**src/fpsd_pkg.sv**
```systemverilog
// Package for the five-point stencil derivative block.
// Holds the shared widths, constants and the job and queue status types.
// Depends on nothing; every other file of the block uses it.
`default_nettype none

package fpsd_pkg;

    localparam int SAMPLE_WIDTH_DEF = 24;
    localparam int INV_W            = 24;
    localparam int DERIV_W          = 32;
    localparam int APB_ADDR_W       = 3;
    localparam int APB_DATA_W       = 32;

    localparam logic [INV_W-1:0] INV_STEP_RESET = 24'd65536;
    localparam logic             REG_INV_STEP   = 1'b0;

    localparam int QUEUE_DEPTH = 8;
    localparam int QPTR_W      = $clog2(QUEUE_DEPTH);
    localparam int QLEVEL_W    = $clog2(QUEUE_DEPTH + 1);
    localparam int MAX_JOBS    = 3;

    // Quotient width after the fixed-point shift, clamped so that any
    // value at the top still saturates.
    localparam int QUOT_W      = 33;
    localparam int SHIFT_DIV2  = 17;
    localparam int SHIFT_DIV12 = 18;
    localparam int RECIP_SHIFT = 34;
    localparam int RECIP_LO_W  = 16;
    localparam int RECIP_HI_W  = 17;
    localparam logic [RECIP_LO_W-1:0] RECIP3_LO = 16'h5556;
    localparam logic [RECIP_HI_W-1:0] RECIP3_HI = 17'h15555;

    localparam logic [DERIV_W-1:0] DERIV_MAX = 32'h7FFF_FFFF;
    localparam logic [DERIV_W-1:0] DERIV_MIN = 32'h8000_0000;

    typedef struct packed {
        logic last;
        logic div12;
    } job_ctrl_t;

    typedef struct packed {
        logic [QLEVEL_W-1:0] level;
        logic                not_empty;
        logic                room;
    } queue_status_t;

endpackage

`default_nettype wire

```
**src/fpsd_queue.sv**
```systemverilog
// Job queue between the front end and the arithmetic back end.
// Takes up to three jobs a cycle and hands out one. Depends on fpsd_pkg.
`default_nettype none

module fpsd_queue #(
    parameter int DW = fpsd_pkg::SAMPLE_WIDTH_DEF + 5
) (
    input  wire                                        clk,
    input  wire                                        rst_n,
    input  wire  [1:0]                                 push_n,
    input  wire  [fpsd_pkg::MAX_JOBS-1:0][DW-1:0]      job_diff,
    input  wire fpsd_pkg::job_ctrl_t [fpsd_pkg::MAX_JOBS-1:0] job_ctrl,
    input  wire                                        pop,
    output logic [DW-1:0]                              head_diff,
    output fpsd_pkg::job_ctrl_t                        head_ctrl,
    output fpsd_pkg::queue_status_t                    status
);

    localparam int DEPTH = fpsd_pkg::QUEUE_DEPTH;
    localparam int PW    = fpsd_pkg::QPTR_W;
    localparam int LW    = fpsd_pkg::QLEVEL_W;

    logic [DW-1:0]       mem_diff [DEPTH];
    fpsd_pkg::job_ctrl_t mem_ctrl [DEPTH];
    logic [PW-1:0]       wr_ptr_reg, rd_ptr_reg;
    logic [LW-1:0]       level_reg;
    logic [LW-1:0]       level_next;
    logic                do_pop;

    assign do_pop     = pop & (level_reg != '0);
    assign level_next = level_reg + LW'(push_n) - LW'(do_pop);

    assign head_diff        = mem_diff[rd_ptr_reg];
    assign head_ctrl        = mem_ctrl[rd_ptr_reg];
    assign status.level     = level_reg;
    assign status.not_empty = (level_reg != '0);
    assign status.room      = (level_reg <= LW'(DEPTH - fpsd_pkg::MAX_JOBS));

    always_ff @(posedge clk)
    begin
        for (int k = 0; k < fpsd_pkg::MAX_JOBS; k++)
        begin
            if (k < int'(push_n))
            begin
                mem_diff[wr_ptr_reg + PW'(k)] <= job_diff[k];
                mem_ctrl[wr_ptr_reg + PW'(k)] <= job_ctrl[k];
            end
        end
    end

    always_ff @(posedge clk or negedge rst_n)
    begin
        if (!rst_n)
        begin
            wr_ptr_reg <= '0;
            rd_ptr_reg <= '0;
            level_reg  <= '0;
        end
        else
        begin
            wr_ptr_reg <= wr_ptr_reg + PW'(push_n);
            rd_ptr_reg <= rd_ptr_reg + PW'(do_pop);
            level_reg  <= level_next;
        end
    end

endmodule

`default_nettype wire

```
**config.mk**
```make
export PLATFORM = sky130hd
export DESIGN_NAME = fpsd_queue
export DESIGN_NICKNAME = d
export VERILOG_FILES = /design/src/fpsd_pkg.sv /design/src/fpsd_queue.sv
export SDC_FILE = /design/constraint.sdc
export NUM_CORES = 1
export LEC_CHECK = 0
export BUFFER_PORTS_ARGS = -buffer_cell sky130_fd_sc_hd__buf_2
export CAP_MARGIN = 40
export CORE_UTILIZATION = 41
export DETAILED_ROUTE_END_ITERATION = 7
export PLACE_DENSITY_LB_ADDON = 0.05
export RECOVER_POWER = 25
export REMOVE_ABC_BUFFERS = 1
export SYNTH_ARGS = -nofsm -noshare
export SYNTH_HDL_FRONTEND = slang
export SYNTH_SLANG_ARGS = --single-unit
```
**constraint.sdc**
```tcl
create_clock -name clk -period 5.25 [get_ports clk]
set_input_delay 0.2625 -clock clk [delete_from_list [all_inputs] [get_ports clk]]
set_output_delay 0.2625 -clock clk [all_outputs]
set_load 0.02 [all_outputs]
```
* Word-level counts from Yosys, hierarchy flattened
Memories as Yosys holds them, arrays and structs flattened.
Index checks and enable logic that the tools add are counted.
** Word-level totals
- Register bits :: 10
- RAM bits :: 248
- Input port bits :: 98
- Output and inout bits :: 37
- Word-level logic and storage cells :: 23
- Memories kept :: 2
** Memory list
- mem_diff :: depth 8, width 29, read ports 1, clocked after Yosys merged registers in 0, wr ports 3, line fpsd_queue.sv:23 : logic [DW-1:0] mem_diff [DEPTH];
- mem_ctrl :: depth 8, width 2, read ports 1, clocked after Yosys merged registers in 0, wr ports 3, line fpsd_queue.sv:24 : fpsd_pkg::job_ctrl_t mem_ctrl [DEPTH];
** Cells by class
- $add $sub $neg :: 6
- $lt $le $gt $ge :: 4
- Mux-type cells :: 6
- Bitwise logic cells :: 1
- Reductions and logical operators :: 1
** Operators with widths (count)
- 1-bit 2-to-1 mux :: 6
- 4-bit by 2-bit adder with 4-bit output :: 1
- 4-bit by 3-bit less-or-equal comparator with 1-bit output (second input constant) :: 1
- 1-bit by 2-bit less-than comparator with 1-bit output (first input constant) :: 2
- 4-bit nonzero test :: 1
- 4-bit by 1-bit subtractor with 4-bit output :: 1
- 3-bit by 1-bit adder with 3-bit output :: 1
- 3-bit by 1-bit adder with 3-bit output (second input constant) :: 1
- 3-bit by 2-bit adder with 3-bit output :: 1
- 3-bit by 2-bit adder with 3-bit output (second input constant) :: 1
- 2-bit less-than comparator (first input constant) :: 1
- 1-bit AND :: 1

* Longest topological paths before layout
- Depth after elaboration :: 3
- Gate-level depth with buffers :: 10
- Mapped depth without buffers :: 9

* Least setup slack after synthesis
No wires, ideal clock.
- Path type :: register to register
- From :: register wr_ptr_reg[1]
- To :: memory mem_ctrl[6][0] (netlist name), enable pin
- Setup time :: 462 ps
- Arrival time :: 3584 ps
- Slack :: 1204 ps
- Cell stages (with the launch flop) :: 7
- Path buffers :: 3
- Clock period less this slack :: 4046 ps
- Path through :: dfrtp_1 > ha_1 > xnor2_2 > buf_2 > buf_2 > buf_2 > o21ai_0
** RTL lines
- start: declaration :: line fpsd_queue.sv:25 : logic [PW-1:0] wr_ptr_reg, rd_ptr_reg;
- start signal: assignment :: line fpsd_queue.sv:61 : wr_ptr_reg <= wr_ptr_reg + PW'(push_n);
- end: declaration :: line fpsd_queue.sv:24

==> results.json <==
{
  "nNetsFinal": 1867,
  "max_cap_viol_count": 4,
  "antenna_found_initial": 5,
  "total_power_mw": 13.87,
  "place_area_um2": 18370,
  "cts_hold_buf": 1,
  "drt-pass1-iter-count": 6,
  "clk_path_buf_depth": 3,
  "clock_skew_ns": 0.01481,
  "ctsResizeCount": 0,
  "yosys_warnings": 0,
  "top_layer": "met5",
  "drt-initial-drc-count": 1532,
  "rsz0062_at_grt": "no",
  "clock-root-buffer": "clkbuf_16",
  "ir_worst_vdd_v": 0.0008106,
  "crit_required_ns": 5.47,
  "placed_cells": 2256,
  "finalSetupViolCount": 0,
  "h-tree-depth": 1,
  "grt_max_degree": 250,
  "die_w_um": 207.3,
  "synthCells": 1800,
  "cts.sinks": 258,
  "cp.arrival_ns": 4.45,
  "vias": 15855,
  "initial_core_util": 0.4195,
  "clk_pin_slew_ns": 0.06,
  "drive_gt1_frac": 0.1884,
  "core_area_um2": 41200,
  "worstMarginPinSlew_ns": 1.906,
  "fin_ws_ns": 1.020,
  "hold_violations": 0,
  "fin_area_um2": 19280,
  "fin_crit_ns": 4.230,
  "p_leak_nw": 6.043,
  "ys_seq_area_frac": 0.4454,
  "grt_pass1_wl_um": 102600,
  "p_per_area_nw_per_um2": 719.6,
  "tns_ns": 0,
  "worstHoldPathCells": 3,
  "rows": 74,
  "end_kind": "flop",
  "gp_congestion": 0.7827,
  "tritoncts": "yes",
  "cts_buffers": 31,
  "cts_setup_buffers": 0,
  "netlist-cell-type-count": 41,
  "synth_ff_type": "edfxtp_1",
  "wirelength_um": 68290,
  "failed_checks": "capacitance limit, slew limit",
  "via_per_inst": 6.846,
  "grt_overflow_total": 0,
  "dieArea_um2": 42980,
  "worst-path-max-fanout": 51,
  "slew_headroom": -0.2704,
  "place_hpwl_um": 36970,
  "area_growth_syn_to_layout_pct": 11.53,
  "dp_slack_ns": 1.814,
  "worstHoldPathType": "in2reg",
  "boundaryPins": 135,
  "start_kind": "flop",
  "final_cell_mix": "nand2_1 (250), o21ai_0 (248), nor3_1 (248), a31oi_1 (248), edfxtp_1 (248)",
  "synth_edf_count": 248,
  "drv_slew": 63,
  "ant_nets": 0,
  "wl_met2_um": 31840,
  "die_h_um": 207.3,
  "grt_usage": 0.3143,
  "largest_register_ffs": 232,
  "rr_worst_depth": 5,
  "synth.avg_cell_area_um2": 9.602,
  "synthArstFlopShare": 0.03876,
  "fmax_mhz": 236.4,
  "syn_area_um2": 17280,
  "final_cells": 2316,
  "worstSkewPairLatency_ns": 0.59,
  "utilization": 0.4678,
  "wl_met3_um": 6426,
  "crit_type": "reg2reg",
  "drt-met1-wl_um": 27790,
  "outcome": "finished, violations left",
  "grt_pass1_vias": 15573,
  "ys_seq_elements": 258,
  "portBuffers": 134,
  "fin_crit_sh": 0.8058,
  "drc_errors": 0,
  "mostFrequentLayoutCell": "nand2_1",
  "holdWs_ns": 0.03963,
  "routedWlPerCell_um": 29.48
}
[power breakdown]
group | internal [mW] | leakage [nW] | switching [mW] | total [mW]
logic | 2.37 | 3.14 | 5.25 | 7.62
clock network | 1.27 | 0.490 | 0.951 | 2.22
registers | 3.55 | 2.42 | 0.478 | 4.03
[layer usage]
layer | global-route usage | vias to the layer above
li1 | - | 6876
met1 | 0.4282 | 7809
met2 | 0.5057 | 994
met3 | 0.04977 | 170
met4 | 0.1148 | 6
met5 | 0 | -
[path summary, 6_finish.rpt]
| kind | startpoint | endpoint | slack (ns) |
|---|---|---|---|
| max in group asynchronous | rst_n | rd_ptr_reg[0] | 4.41 |
| max | wr_ptr_reg[0] | mem_diff[1][11] | 1.02 |
| max reg2reg | wr_ptr_reg[0] | mem_diff[1][11] | 1.02 |
| min | pop | rd_ptr_reg[0] | 0.04 |
| min reg2reg | level_reg[3] | level_reg[3] | 0.73 |
| min in group asynchronous | rst_n | wr_ptr_reg[0] | 0.26 |
[kinds of logic after synthesis]
family / Yosys count / share of synthesized area
DFF: 258 / 0.4454
and+or+nand+nor: 647 / 0.2048
xor gates and xnor gates: 7 / 0.004417
buffers and inverters: 272 / 0.06697
muxes: 96 / 0.1028
AOI/OAI and AO/OA: 508 / 0.1662
adders and majority gates: 12 / 0.009412
[critical path, stage by stage, from the launching register on]
cell     delay [ns]
dfrtp_4        0.70
ha_1           0.67
or3b_2         0.69
buf_12         0.22
o22ai_1        0.85
buf_4          0.66
[layout make-up]
type / instances / area [um^2]
Antenna cell: 1 / 2.502
Clock buffer: 33 / 783.3
Clock inverter: 25 / 229.0
Fill cell: 3808 / 21930
Inverter: 12 / 45.04
Multi-Input combinational cell: 1270 / 8518
Sequential cell: 258 / 7709
Tap cell: 532 / 665.6
Timing Repair Buffer: 185 / 1324
[synth_stat cells (all sizes together) (3+ instances only)]
| master | instances | area share |
|---|---|---|
| nand3b | 3 | 0.0013 |
| nand2b | 3 | 0.0011 |
| o22ai | 4 | 0.0014 |
| buf | 101 | 0.030 |
| edfxtp | 248 | 0.43 |
| and4 | 31 | 0.016 |
| mux4 | 62 | 0.081 |
| o21ai | 250 | 0.072 |
| nand2 | 251 | 0.055 |
| a31oi | 248 | 0.090 |
| and4b | 62 | 0.036 |
| ha | 9 | 0.0065 |
| or2 | 10 | 0.0036 |
| inv | 12 | 0.0026 |
| xor2 | 3 | 0.0020 |
| mux2 | 32 | 0.021 |
| dfrtp | 10 | 0.014 |
| nor3 | 248 | 0.072 |
| nor4bb | 31 | 0.018 |
| xnor2 | 4 | 0.0025 |
| clkbuf | 159 | 0.035 |
| nand3 | 4 | 0.0012 |
No activity file was read; power rests on OpenSTA's default activity.
