--- src/fpsd_pkg.sv ---
// Package for the five-point stencil derivative block.
// Holds the shared widths, constants and the job and queue status types.
// Depends on nothing; every other file of the block uses it.
`default_nettype none

package fpsd_pkg;

    localparam int SAMPLE_WIDTH_DEF = 24;
    localparam int INV_W            = 24;
    localparam int DERIV_W          = 32;
    localparam int APB_ADDR_W       = 3;
    localparam int APB_DATA_W       = 32;

    localparam logic [INV_W-1:0] INV_STEP_RESET = 24'd65536;
    localparam logic             REG_INV_STEP   = 1'b0;

    localparam int QUEUE_DEPTH = 8;
    localparam int QPTR_W      = $clog2(QUEUE_DEPTH);
    localparam int QLEVEL_W    = $clog2(QUEUE_DEPTH + 1);
    localparam int MAX_JOBS    = 3;

    // Quotient width after the fixed-point shift, clamped so that any
    // value at the top still saturates.
    localparam int QUOT_W      = 33;
    localparam int SHIFT_DIV2  = 17;
    localparam int SHIFT_DIV12 = 18;
    localparam int RECIP_SHIFT = 34;
    localparam int RECIP_LO_W  = 16;
    localparam int RECIP_HI_W  = 17;
    localparam logic [RECIP_LO_W-1:0] RECIP3_LO = 16'h5556;
    localparam logic [RECIP_HI_W-1:0] RECIP3_HI = 17'h15555;

    localparam logic [DERIV_W-1:0] DERIV_MAX = 32'h7FFF_FFFF;
    localparam logic [DERIV_W-1:0] DERIV_MIN = 32'h8000_0000;

    typedef struct packed {
        logic last;
        logic div12;
    } job_ctrl_t;

    typedef struct packed {
        logic [QLEVEL_W-1:0] level;
        logic                not_empty;
        logic                room;
    } queue_status_t;

endpackage

`default_nettype wire

--- src/fpsd_front.sv ---
// Front end: holds the sample window and the mesh position count, and turns
// each accepted word into up to three derivative jobs for the queue.
// Depends on fpsd_pkg.
`default_nettype none

module fpsd_front #(
    parameter int SAMPLE_WIDTH = fpsd_pkg::SAMPLE_WIDTH_DEF,
    parameter int DW           = SAMPLE_WIDTH + 5
) (
    input  wire                             clk,
    input  wire                             rst_n,
    input  wire                             in_valid,
    input  wire                             in_ready,
    input  wire  [SAMPLE_WIDTH-1:0]         sample,
    input  wire                             last_in,
    output logic [1:0]                      push_n,
    output logic [fpsd_pkg::MAX_JOBS-1:0][DW-1:0] job_diff,
    output fpsd_pkg::job_ctrl_t [fpsd_pkg::MAX_JOBS-1:0] job_ctrl
);

    localparam logic [2:0] COUNT_FULL = 3'd4;

    logic signed [SAMPLE_WIDTH-1:0] w0_reg, w1_reg, w2_reg, w3_reg;
    logic [2:0]                     count_reg;
    logic [2:0]                     count_next;
    logic                           accept;
    logic signed [DW-1:0]           cur_e, w0_e, w1_e, w2_e, w3_e;
    logic signed [DW-1:0]           stencil, cd_old, cd_new;

    assign accept = in_valid & in_ready;

    assign cur_e = DW'($signed(sample));
    assign w0_e  = DW'(w0_reg);
    assign w1_e  = DW'(w1_reg);
    assign w2_e  = DW'(w2_reg);
    assign w3_e  = DW'(w3_reg);

    assign stencil = w3_e - (w2_e <<< 3) + (w0_e <<< 3) - cur_e;
    assign cd_old  = w0_e - w2_e;
    assign cd_new  = cur_e - w1_e;

    assign count_next = (count_reg < COUNT_FULL) ? count_reg + 3'd1 : count_reg;

    always_comb
    begin
        push_n   = 2'd0;
        job_diff = '0;
        job_ctrl = '0;
        if (accept)
        begin
            if (!last_in)
            begin
                case (count_reg)
                    3'd0, 3'd1:
                    begin
                        push_n = 2'd0;
                    end
                    3'd2:
                    begin
                        push_n = 2'd1;
                    end
                    3'd3:
                    begin
                        push_n      = 2'd1;
                        job_diff[0] = cd_old;
                    end
                    default:
                    begin
                        push_n            = 2'd1;
                        job_diff[0]       = stencil;
                        job_ctrl[0].div12 = 1'b1;
                    end
                endcase
            end
            else
            begin
                case (count_reg)
                    3'd0:
                    begin
                        push_n           = 2'd1;
                        job_ctrl[0].last = 1'b1;
                    end
                    3'd1:
                    begin
                        push_n           = 2'd2;
                        job_ctrl[1].last = 1'b1;
                    end
                    3'd2:
                    begin
                        push_n           = 2'd3;
                        job_diff[1]      = cd_new;
                        job_ctrl[2].last = 1'b1;
                    end
                    3'd3:
                    begin
                        push_n           = 2'd3;
                        job_diff[0]      = cd_old;
                        job_diff[1]      = cd_new;
                        job_ctrl[2].last = 1'b1;
                    end
                    default:
                    begin
                        push_n            = 2'd3;
                        job_diff[0]       = stencil;
                        job_ctrl[0].div12 = 1'b1;
                        job_diff[1]       = cd_new;
                        job_ctrl[2].last  = 1'b1;
                    end
                endcase
            end
        end
    end

    always_ff @(posedge clk or negedge rst_n)
    begin
        if (!rst_n)
        begin
            count_reg <= '0;
            w0_reg    <= '0;
            w1_reg    <= '0;
            w2_reg    <= '0;
            w3_reg    <= '0;
        end
        else if (accept)
        begin
            if (last_in)
            begin
                count_reg <= '0;
                w0_reg    <= '0;
                w1_reg    <= '0;
                w2_reg    <= '0;
                w3_reg    <= '0;
            end
            else
            begin
                count_reg <= count_next;
                w0_reg    <= $signed(sample);
                w1_reg    <= w0_reg;
                w2_reg    <= w1_reg;
                w3_reg    <= w2_reg;
            end
        end
    end

endmodule

`default_nettype wire

--- config.mk ---
export PLATFORM = sky130hd
export DESIGN_NAME = fpsd_front
export DESIGN_NICKNAME = d
export VERILOG_FILES = /design/src/fpsd_pkg.sv /design/src/fpsd_front.sv
export SDC_FILE = /design/constraint.sdc
export NUM_CORES = 1
export LEC_CHECK = 0
export ABC_AREA = 1
export BUFFER_PORTS_ARGS = -buffer_cell sky130_fd_sc_hd__buf_2
export CAP_MARGIN = 5
export CORE_UTILIZATION = 40
export CTS_BUF_LIST = sky130_fd_sc_hd__clkbuf_4 sky130_fd_sc_hd__clkbuf_8
export DETAILED_ROUTE_END_ITERATION = 12
export SLEW_MARGIN = 20
export SYNTH_ARGS = -nofsm -noshare
export SYNTH_HDL_FRONTEND = slang
export SYNTH_SLANG_ARGS = --single-unit
--- constraint.sdc ---
create_clock -name clk -period 8.6 [get_ports clk]
set_clock_uncertainty 0.2 [all_clocks]
set_input_delay 0.86 -clock clk [delete_from_list [all_inputs] [get_ports clk]]
set_output_delay 0.86 -clock clk [all_outputs]
set_load 0.01 [all_outputs]
### After elaboration in Yosys (flattened, before gate mapping)

Cells that the tools add are included.

| word-level totals | value |
|---|---|
| register bits | 99 |
| input port bits | 29 |
| output and inout bits | 95 |
| logic and storage cells | 46 |

| operators by class | value |
|---|---|
| add/sub/neg operators | 6 |
| $lt $le $gt $ge | 1 |
| eq/ne operators | 3 |
| multiplexer cells | 24 |
| bitwise operators | 1 |
| reductions and logical operators | 6 |

Operators by type and width:

| kind | number |
|---|---|
| $mux 24 | 4 |
| $mux 29 | 2 |
| $mux 58 | 1 |
| $pmux 29 s2 | 1 |
| $sub 24x24->25 | 2 |
| $add 28x27->29 | 1 |
| $sub 29x24->29 | 1 |
| $sub 24x27->28 | 1 |
| $mux 1 | 10 |
| $eq 3x2->1 const B | 2 |
| $mux 2 | 3 |
| $mux 3 | 2 |
| $pmux 2 s2 | 1 |
| $reduce_or 4->1 | 1 |
| $add 3x1->3 const B | 1 |
| $eq 3x1->1 const B | 1 |
| $logic_not 3->1 | 1 |
| $lt 3x3->1 const B | 1 |
| $reduce_or 3->1 | 1 |
| $reduce_and 2->1 | 1 |
| $reduce_bool 2->1 | 1 |
| $reduce_or 2->1 | 1 |
| $and 1x1->1 | 1 |

### Longest topological paths before layout

| depth | value |
|---|---|
| depth in word-level cells | 5 |
| depth in mapped cells | 18 |
| mapped depth without buffers | 18 |

### Worst setup path before layout

OpenSTA, ideal clock, no wires.

| timing | value |
|---|---|
| path type | input -> output |
| from | in sample[3] |
| to | out job_diff[18] in the netlist's numbering |
| arrival time | 3.244 ns |
| required time | 7.540 ns |
| path slack | 4.296 ns |
| stages on the path | 14 |
| buffers on the path | 0 |
| cells stage by stage | fa_1 -> fa_1 -> fa_1 -> inv_1 -> nand3_1 -> nand3_1 -> nand2_1 -> nand2_1 -> nand2_1 -> nand3_1 -> nand2_1 -> nand3_1 -> nand2_1 -> a21oi_1 |

RTL lines:

| item | line | text |
|---|---|---|
| start: declaration | fpsd_front.sv:14 | `input wire [SAMPLE_WIDTH-1:0] sample,` |
| end: declaration | fpsd_front.sv:17 | `output logic [fpsd_pkg::MAX_JOBS-1:0][DW-1:0] job_diff,` |

==> impl_metrics.yaml <==
route:
  drt-met1-wl_um: 16200
  top_layer: "met4"
  drc: 0
  routedWlPerCell_um: 15.8
  firstDrtPassIters: 6
  ant_nets: 0
  met3RoutedLength_um: 1570
  avgViaCountPerCell: 5.11
  wirelength_um: 32800
  drtIter0Drc: 919
  route.vias.total: 10600
  wl_met2_um: 14500
clock_network:
  clkLatencyLatePin_ns: 0.39
  cts.sinks: 99
  htree_levels: 3
  cts_tree: "done"
  clock_path_buffers: 2
  clkTransAtPathRegs_ns: 0.11
  root_buffer: "clkbuf_8"
  cts_resized: 0
  cts_buffers: 9
  ctsHoldBuffers: 0
  post_cts_buffers: 0
synth:
  synth-seq-area-share_pct: 22.6
  synth_edf_count: 0
  synth-seq-cells: 99
  synthArstFlopShare_pct: 100
  synthCells: 1666
  synthSimpleGateAreaFrac_pct: 29.3
  netlist_area_sq_mm: 0.0110
  yosysUniqueCellTypes: 40
  synth_compound_area_share_pct: 13.4
  synth_top_family_by_area: "simple AND/OR/NAND/NOR gates"
  synthXorXnorAreaFrac_pct: 0.399
  post_synth.cell_area_avg_sq_um: 6.59
  synthFlopType: "dfrtp_1"
  muxShareOfSynthArea_pct: 0
  synth_warnings: 0
  yosys.area_share.adder_pct: 18.9
flow_run:
  maxCapViolations: 0
critical_path:
  critPathMaxStageDelay_ns: 0.59
  crit_required_ns: 7.54
  cpMaxStageDelayCell: "fa_1"
  cp_cell_sequence: "buf_2, fa_1, fa_1, inv_1, ha_1, nand2_1, inv_1, nand2_1, nand2_1, a21oi_1, nand2_1, nand2_1, nand2_1, nand2_1, nand3_1, nand2_1, nor2_1, buf_2"
  crit_start: "sample[10]"
  worst-path-buf-inv: 4
  critPathLaunchType: "input pin"
  cp_max_fo: 4
  reg2reg_from: "count_reg[0]"
  cp_common_cell: "nand2_1"
  crit_path_end_kind: "output port"
  crit_family: "adder cells"
  cp.arrival_ns: 3.86
  worstSetupPathType: "input pin to output port"
timing:
  relSlewSlack_pct: 28.8
  timing.final.crit_share_pct: 57.2
  grt_setup_unrepaired: "no"
  fmax_mhz: 203
  min_period_ns: 4.92
  worstMarginPinSlew_ns: 1.07
  setup_viol: 0
  slew_viol_final: 0
  hold_viol_final: 0
  setup_tns_ns: 0
floorplan:
  io_pins: 124
  die_x_um: 168
  fp.coreArea_sq_mm: 0.0270
  initial_core_util_pct: 40.7
  num_rows: 60
  dieHeight_um: 168
  die_area_sq_mm: 0.0281
final_layout:
  final_cell_mix: "373 x nand2_1, 329 x inv_1, 177 x nand3_1"
  stdcell_count: 2075
  design_area_sq_mm: 0.0118
  final_common_cell: "nand2_1"
  final_layout_size_suffix_gt1_share_pct: 9.23
  nets: 1892
  n_antenna_cell: 0
  synthToLayoutAreaGrowth_pct: 7.77
  fillers: 2896
placed_design:
  dp_hpwl_um: 27100
  gp_congestion: 0.945
  place_inst: 2059
  port_buffers: 92
  dpl_cell_area_sq_mm: 0.0116
power_and_ir_drop:
  powerDensity_mw_per_mm2: 232
  power_leakage_nw: 6.35
  ir_drop_v: 0.000106
global_route:
  grt_usage_pct: 23.8
  antenna_found_initial: 0
  grt_pass1_wl_um: 52400
  globalRouteOverflowTotal: 0
  grt_max_degree: 125
  grt_pass1_vias: 9979
min_path:
  hp-class: "input pin to async pin"
outcome:
  outcome: "finished, final reports clean"
[cells in the mapped netlist, types with 2 or more instances]
library cell	count	area [sq um]
a211oi_1	2	15.0
a21boi_0	7	52.6
a21o_1	3	22.5
a21oi_1	106	531
buf_1	4	15.0
buf_2	9	45.0
buf_4	37	278
clkbuf_1	24	90.1
dfrtp_1	99	2480
fa_1	53	1060
ha_1	81	1010
inv_1	330	1240
inv_2	6	22.5
nand2_1	373	1400
nand2_2	14	87.6
nand3_1	177	886
nand3_2	5	50.1
nand3b_1	3	22.5
nand4_1	14	87.6
nor2_1	116	435
nor2_2	5	31.3
nor2_4	3	33.8
nor3_1	9	45.0
nor3_2	3	30.0
nor4_1	4	25.0
o21a_1	3	22.5
o21ai_0	140	701
o21ai_1	3	15.0
o21bai_1	7	52.6
o22ai_1	4	25.0
o31ai_1	2	15.0
or2_1	2	12.5
or2_2	7	43.8
xor2_1	5	43.8
[layout make-up]
| cell class | instances | area [sq um] | area share, % |
|---|---|---|---|
| Tap cell | 341 | 427 | 3.61 |
| Clock inverter | 7 | 123 | 1.04 |
| Multi-Input combinational cell | 1187 | 6920 | 58.5 |
| Timing Repair Buffer | 96 | 493 | 4.17 |
| Inverter | 336 | 1260 | 10.7 |
| Clock buffer | 9 | 124 | 1.05 |
| Sequential cell | 99 | 2480 | 20.9 |
[kinds of logic (layout without fill, tap and decap cells)]
group,Yosys count,count (layout)
simple gates,738,738
flops,99,99
xor+xnor,5,5
buf+inv,410,448
compound gates,279,279
fa+ha+maj,134,134
other cells,1,31
[layer usage]
metal / up-vias / track usage [%]
met5: - / 0
met4: 0 / 5.50
li1: 5331 / -
met3: 28 / 3.07
met1: 4985 / 33.7
met2: 255 / 38.4
[stage by stage]
| stage | power [mW] | setup WS [ns] | hold slack [ns] | util, % |
|---|---|---|---|---|
| floorplan | 1.87 | 4.30 | 0.280 | - |
| global placement | 2.35 | 3.73 | 0.288 | 43.0 |
| detailed placement | 2.36 | 3.70 | 0.297 | 43.0 |
| CTS | 2.74 | 3.71 | 0.207 | 43.9 |
| global route | 3.02 | 3.48 | 0.222 | 43.9 |
| finish | 2.74 | 3.68 | 0.207 | 43.9 |
[path summary, 6_finish.rpt]
path                           endpoint  slack, ns  depth (start not counted)
min reg2reg                   w2_reg[4]       0.31                          2
max in group asynchronous    w2_reg[19]       6.74                          2
min in group clk              w2_reg[4]       0.31                          2
max reg2reg                count_reg[2]       7.21                          5
min                           w1_reg[0]       0.21                          1
max                        job_diff[19]       3.68                         18
[report_power, final]
group / leakage, nW / switching [mW] / internal (mW) / total (mW)
clock network: 0.116 / 0.180 / 0.195 / 0.375
logic: 4.90 / 1.22 / 0.601 / 1.82
registers: 1.34 / 0.0355 / 0.508 / 0.544
total: 6.35 / 1.44 / 1.30 / 2.74
Note: power is estimated with default switching activity, not from simulation.
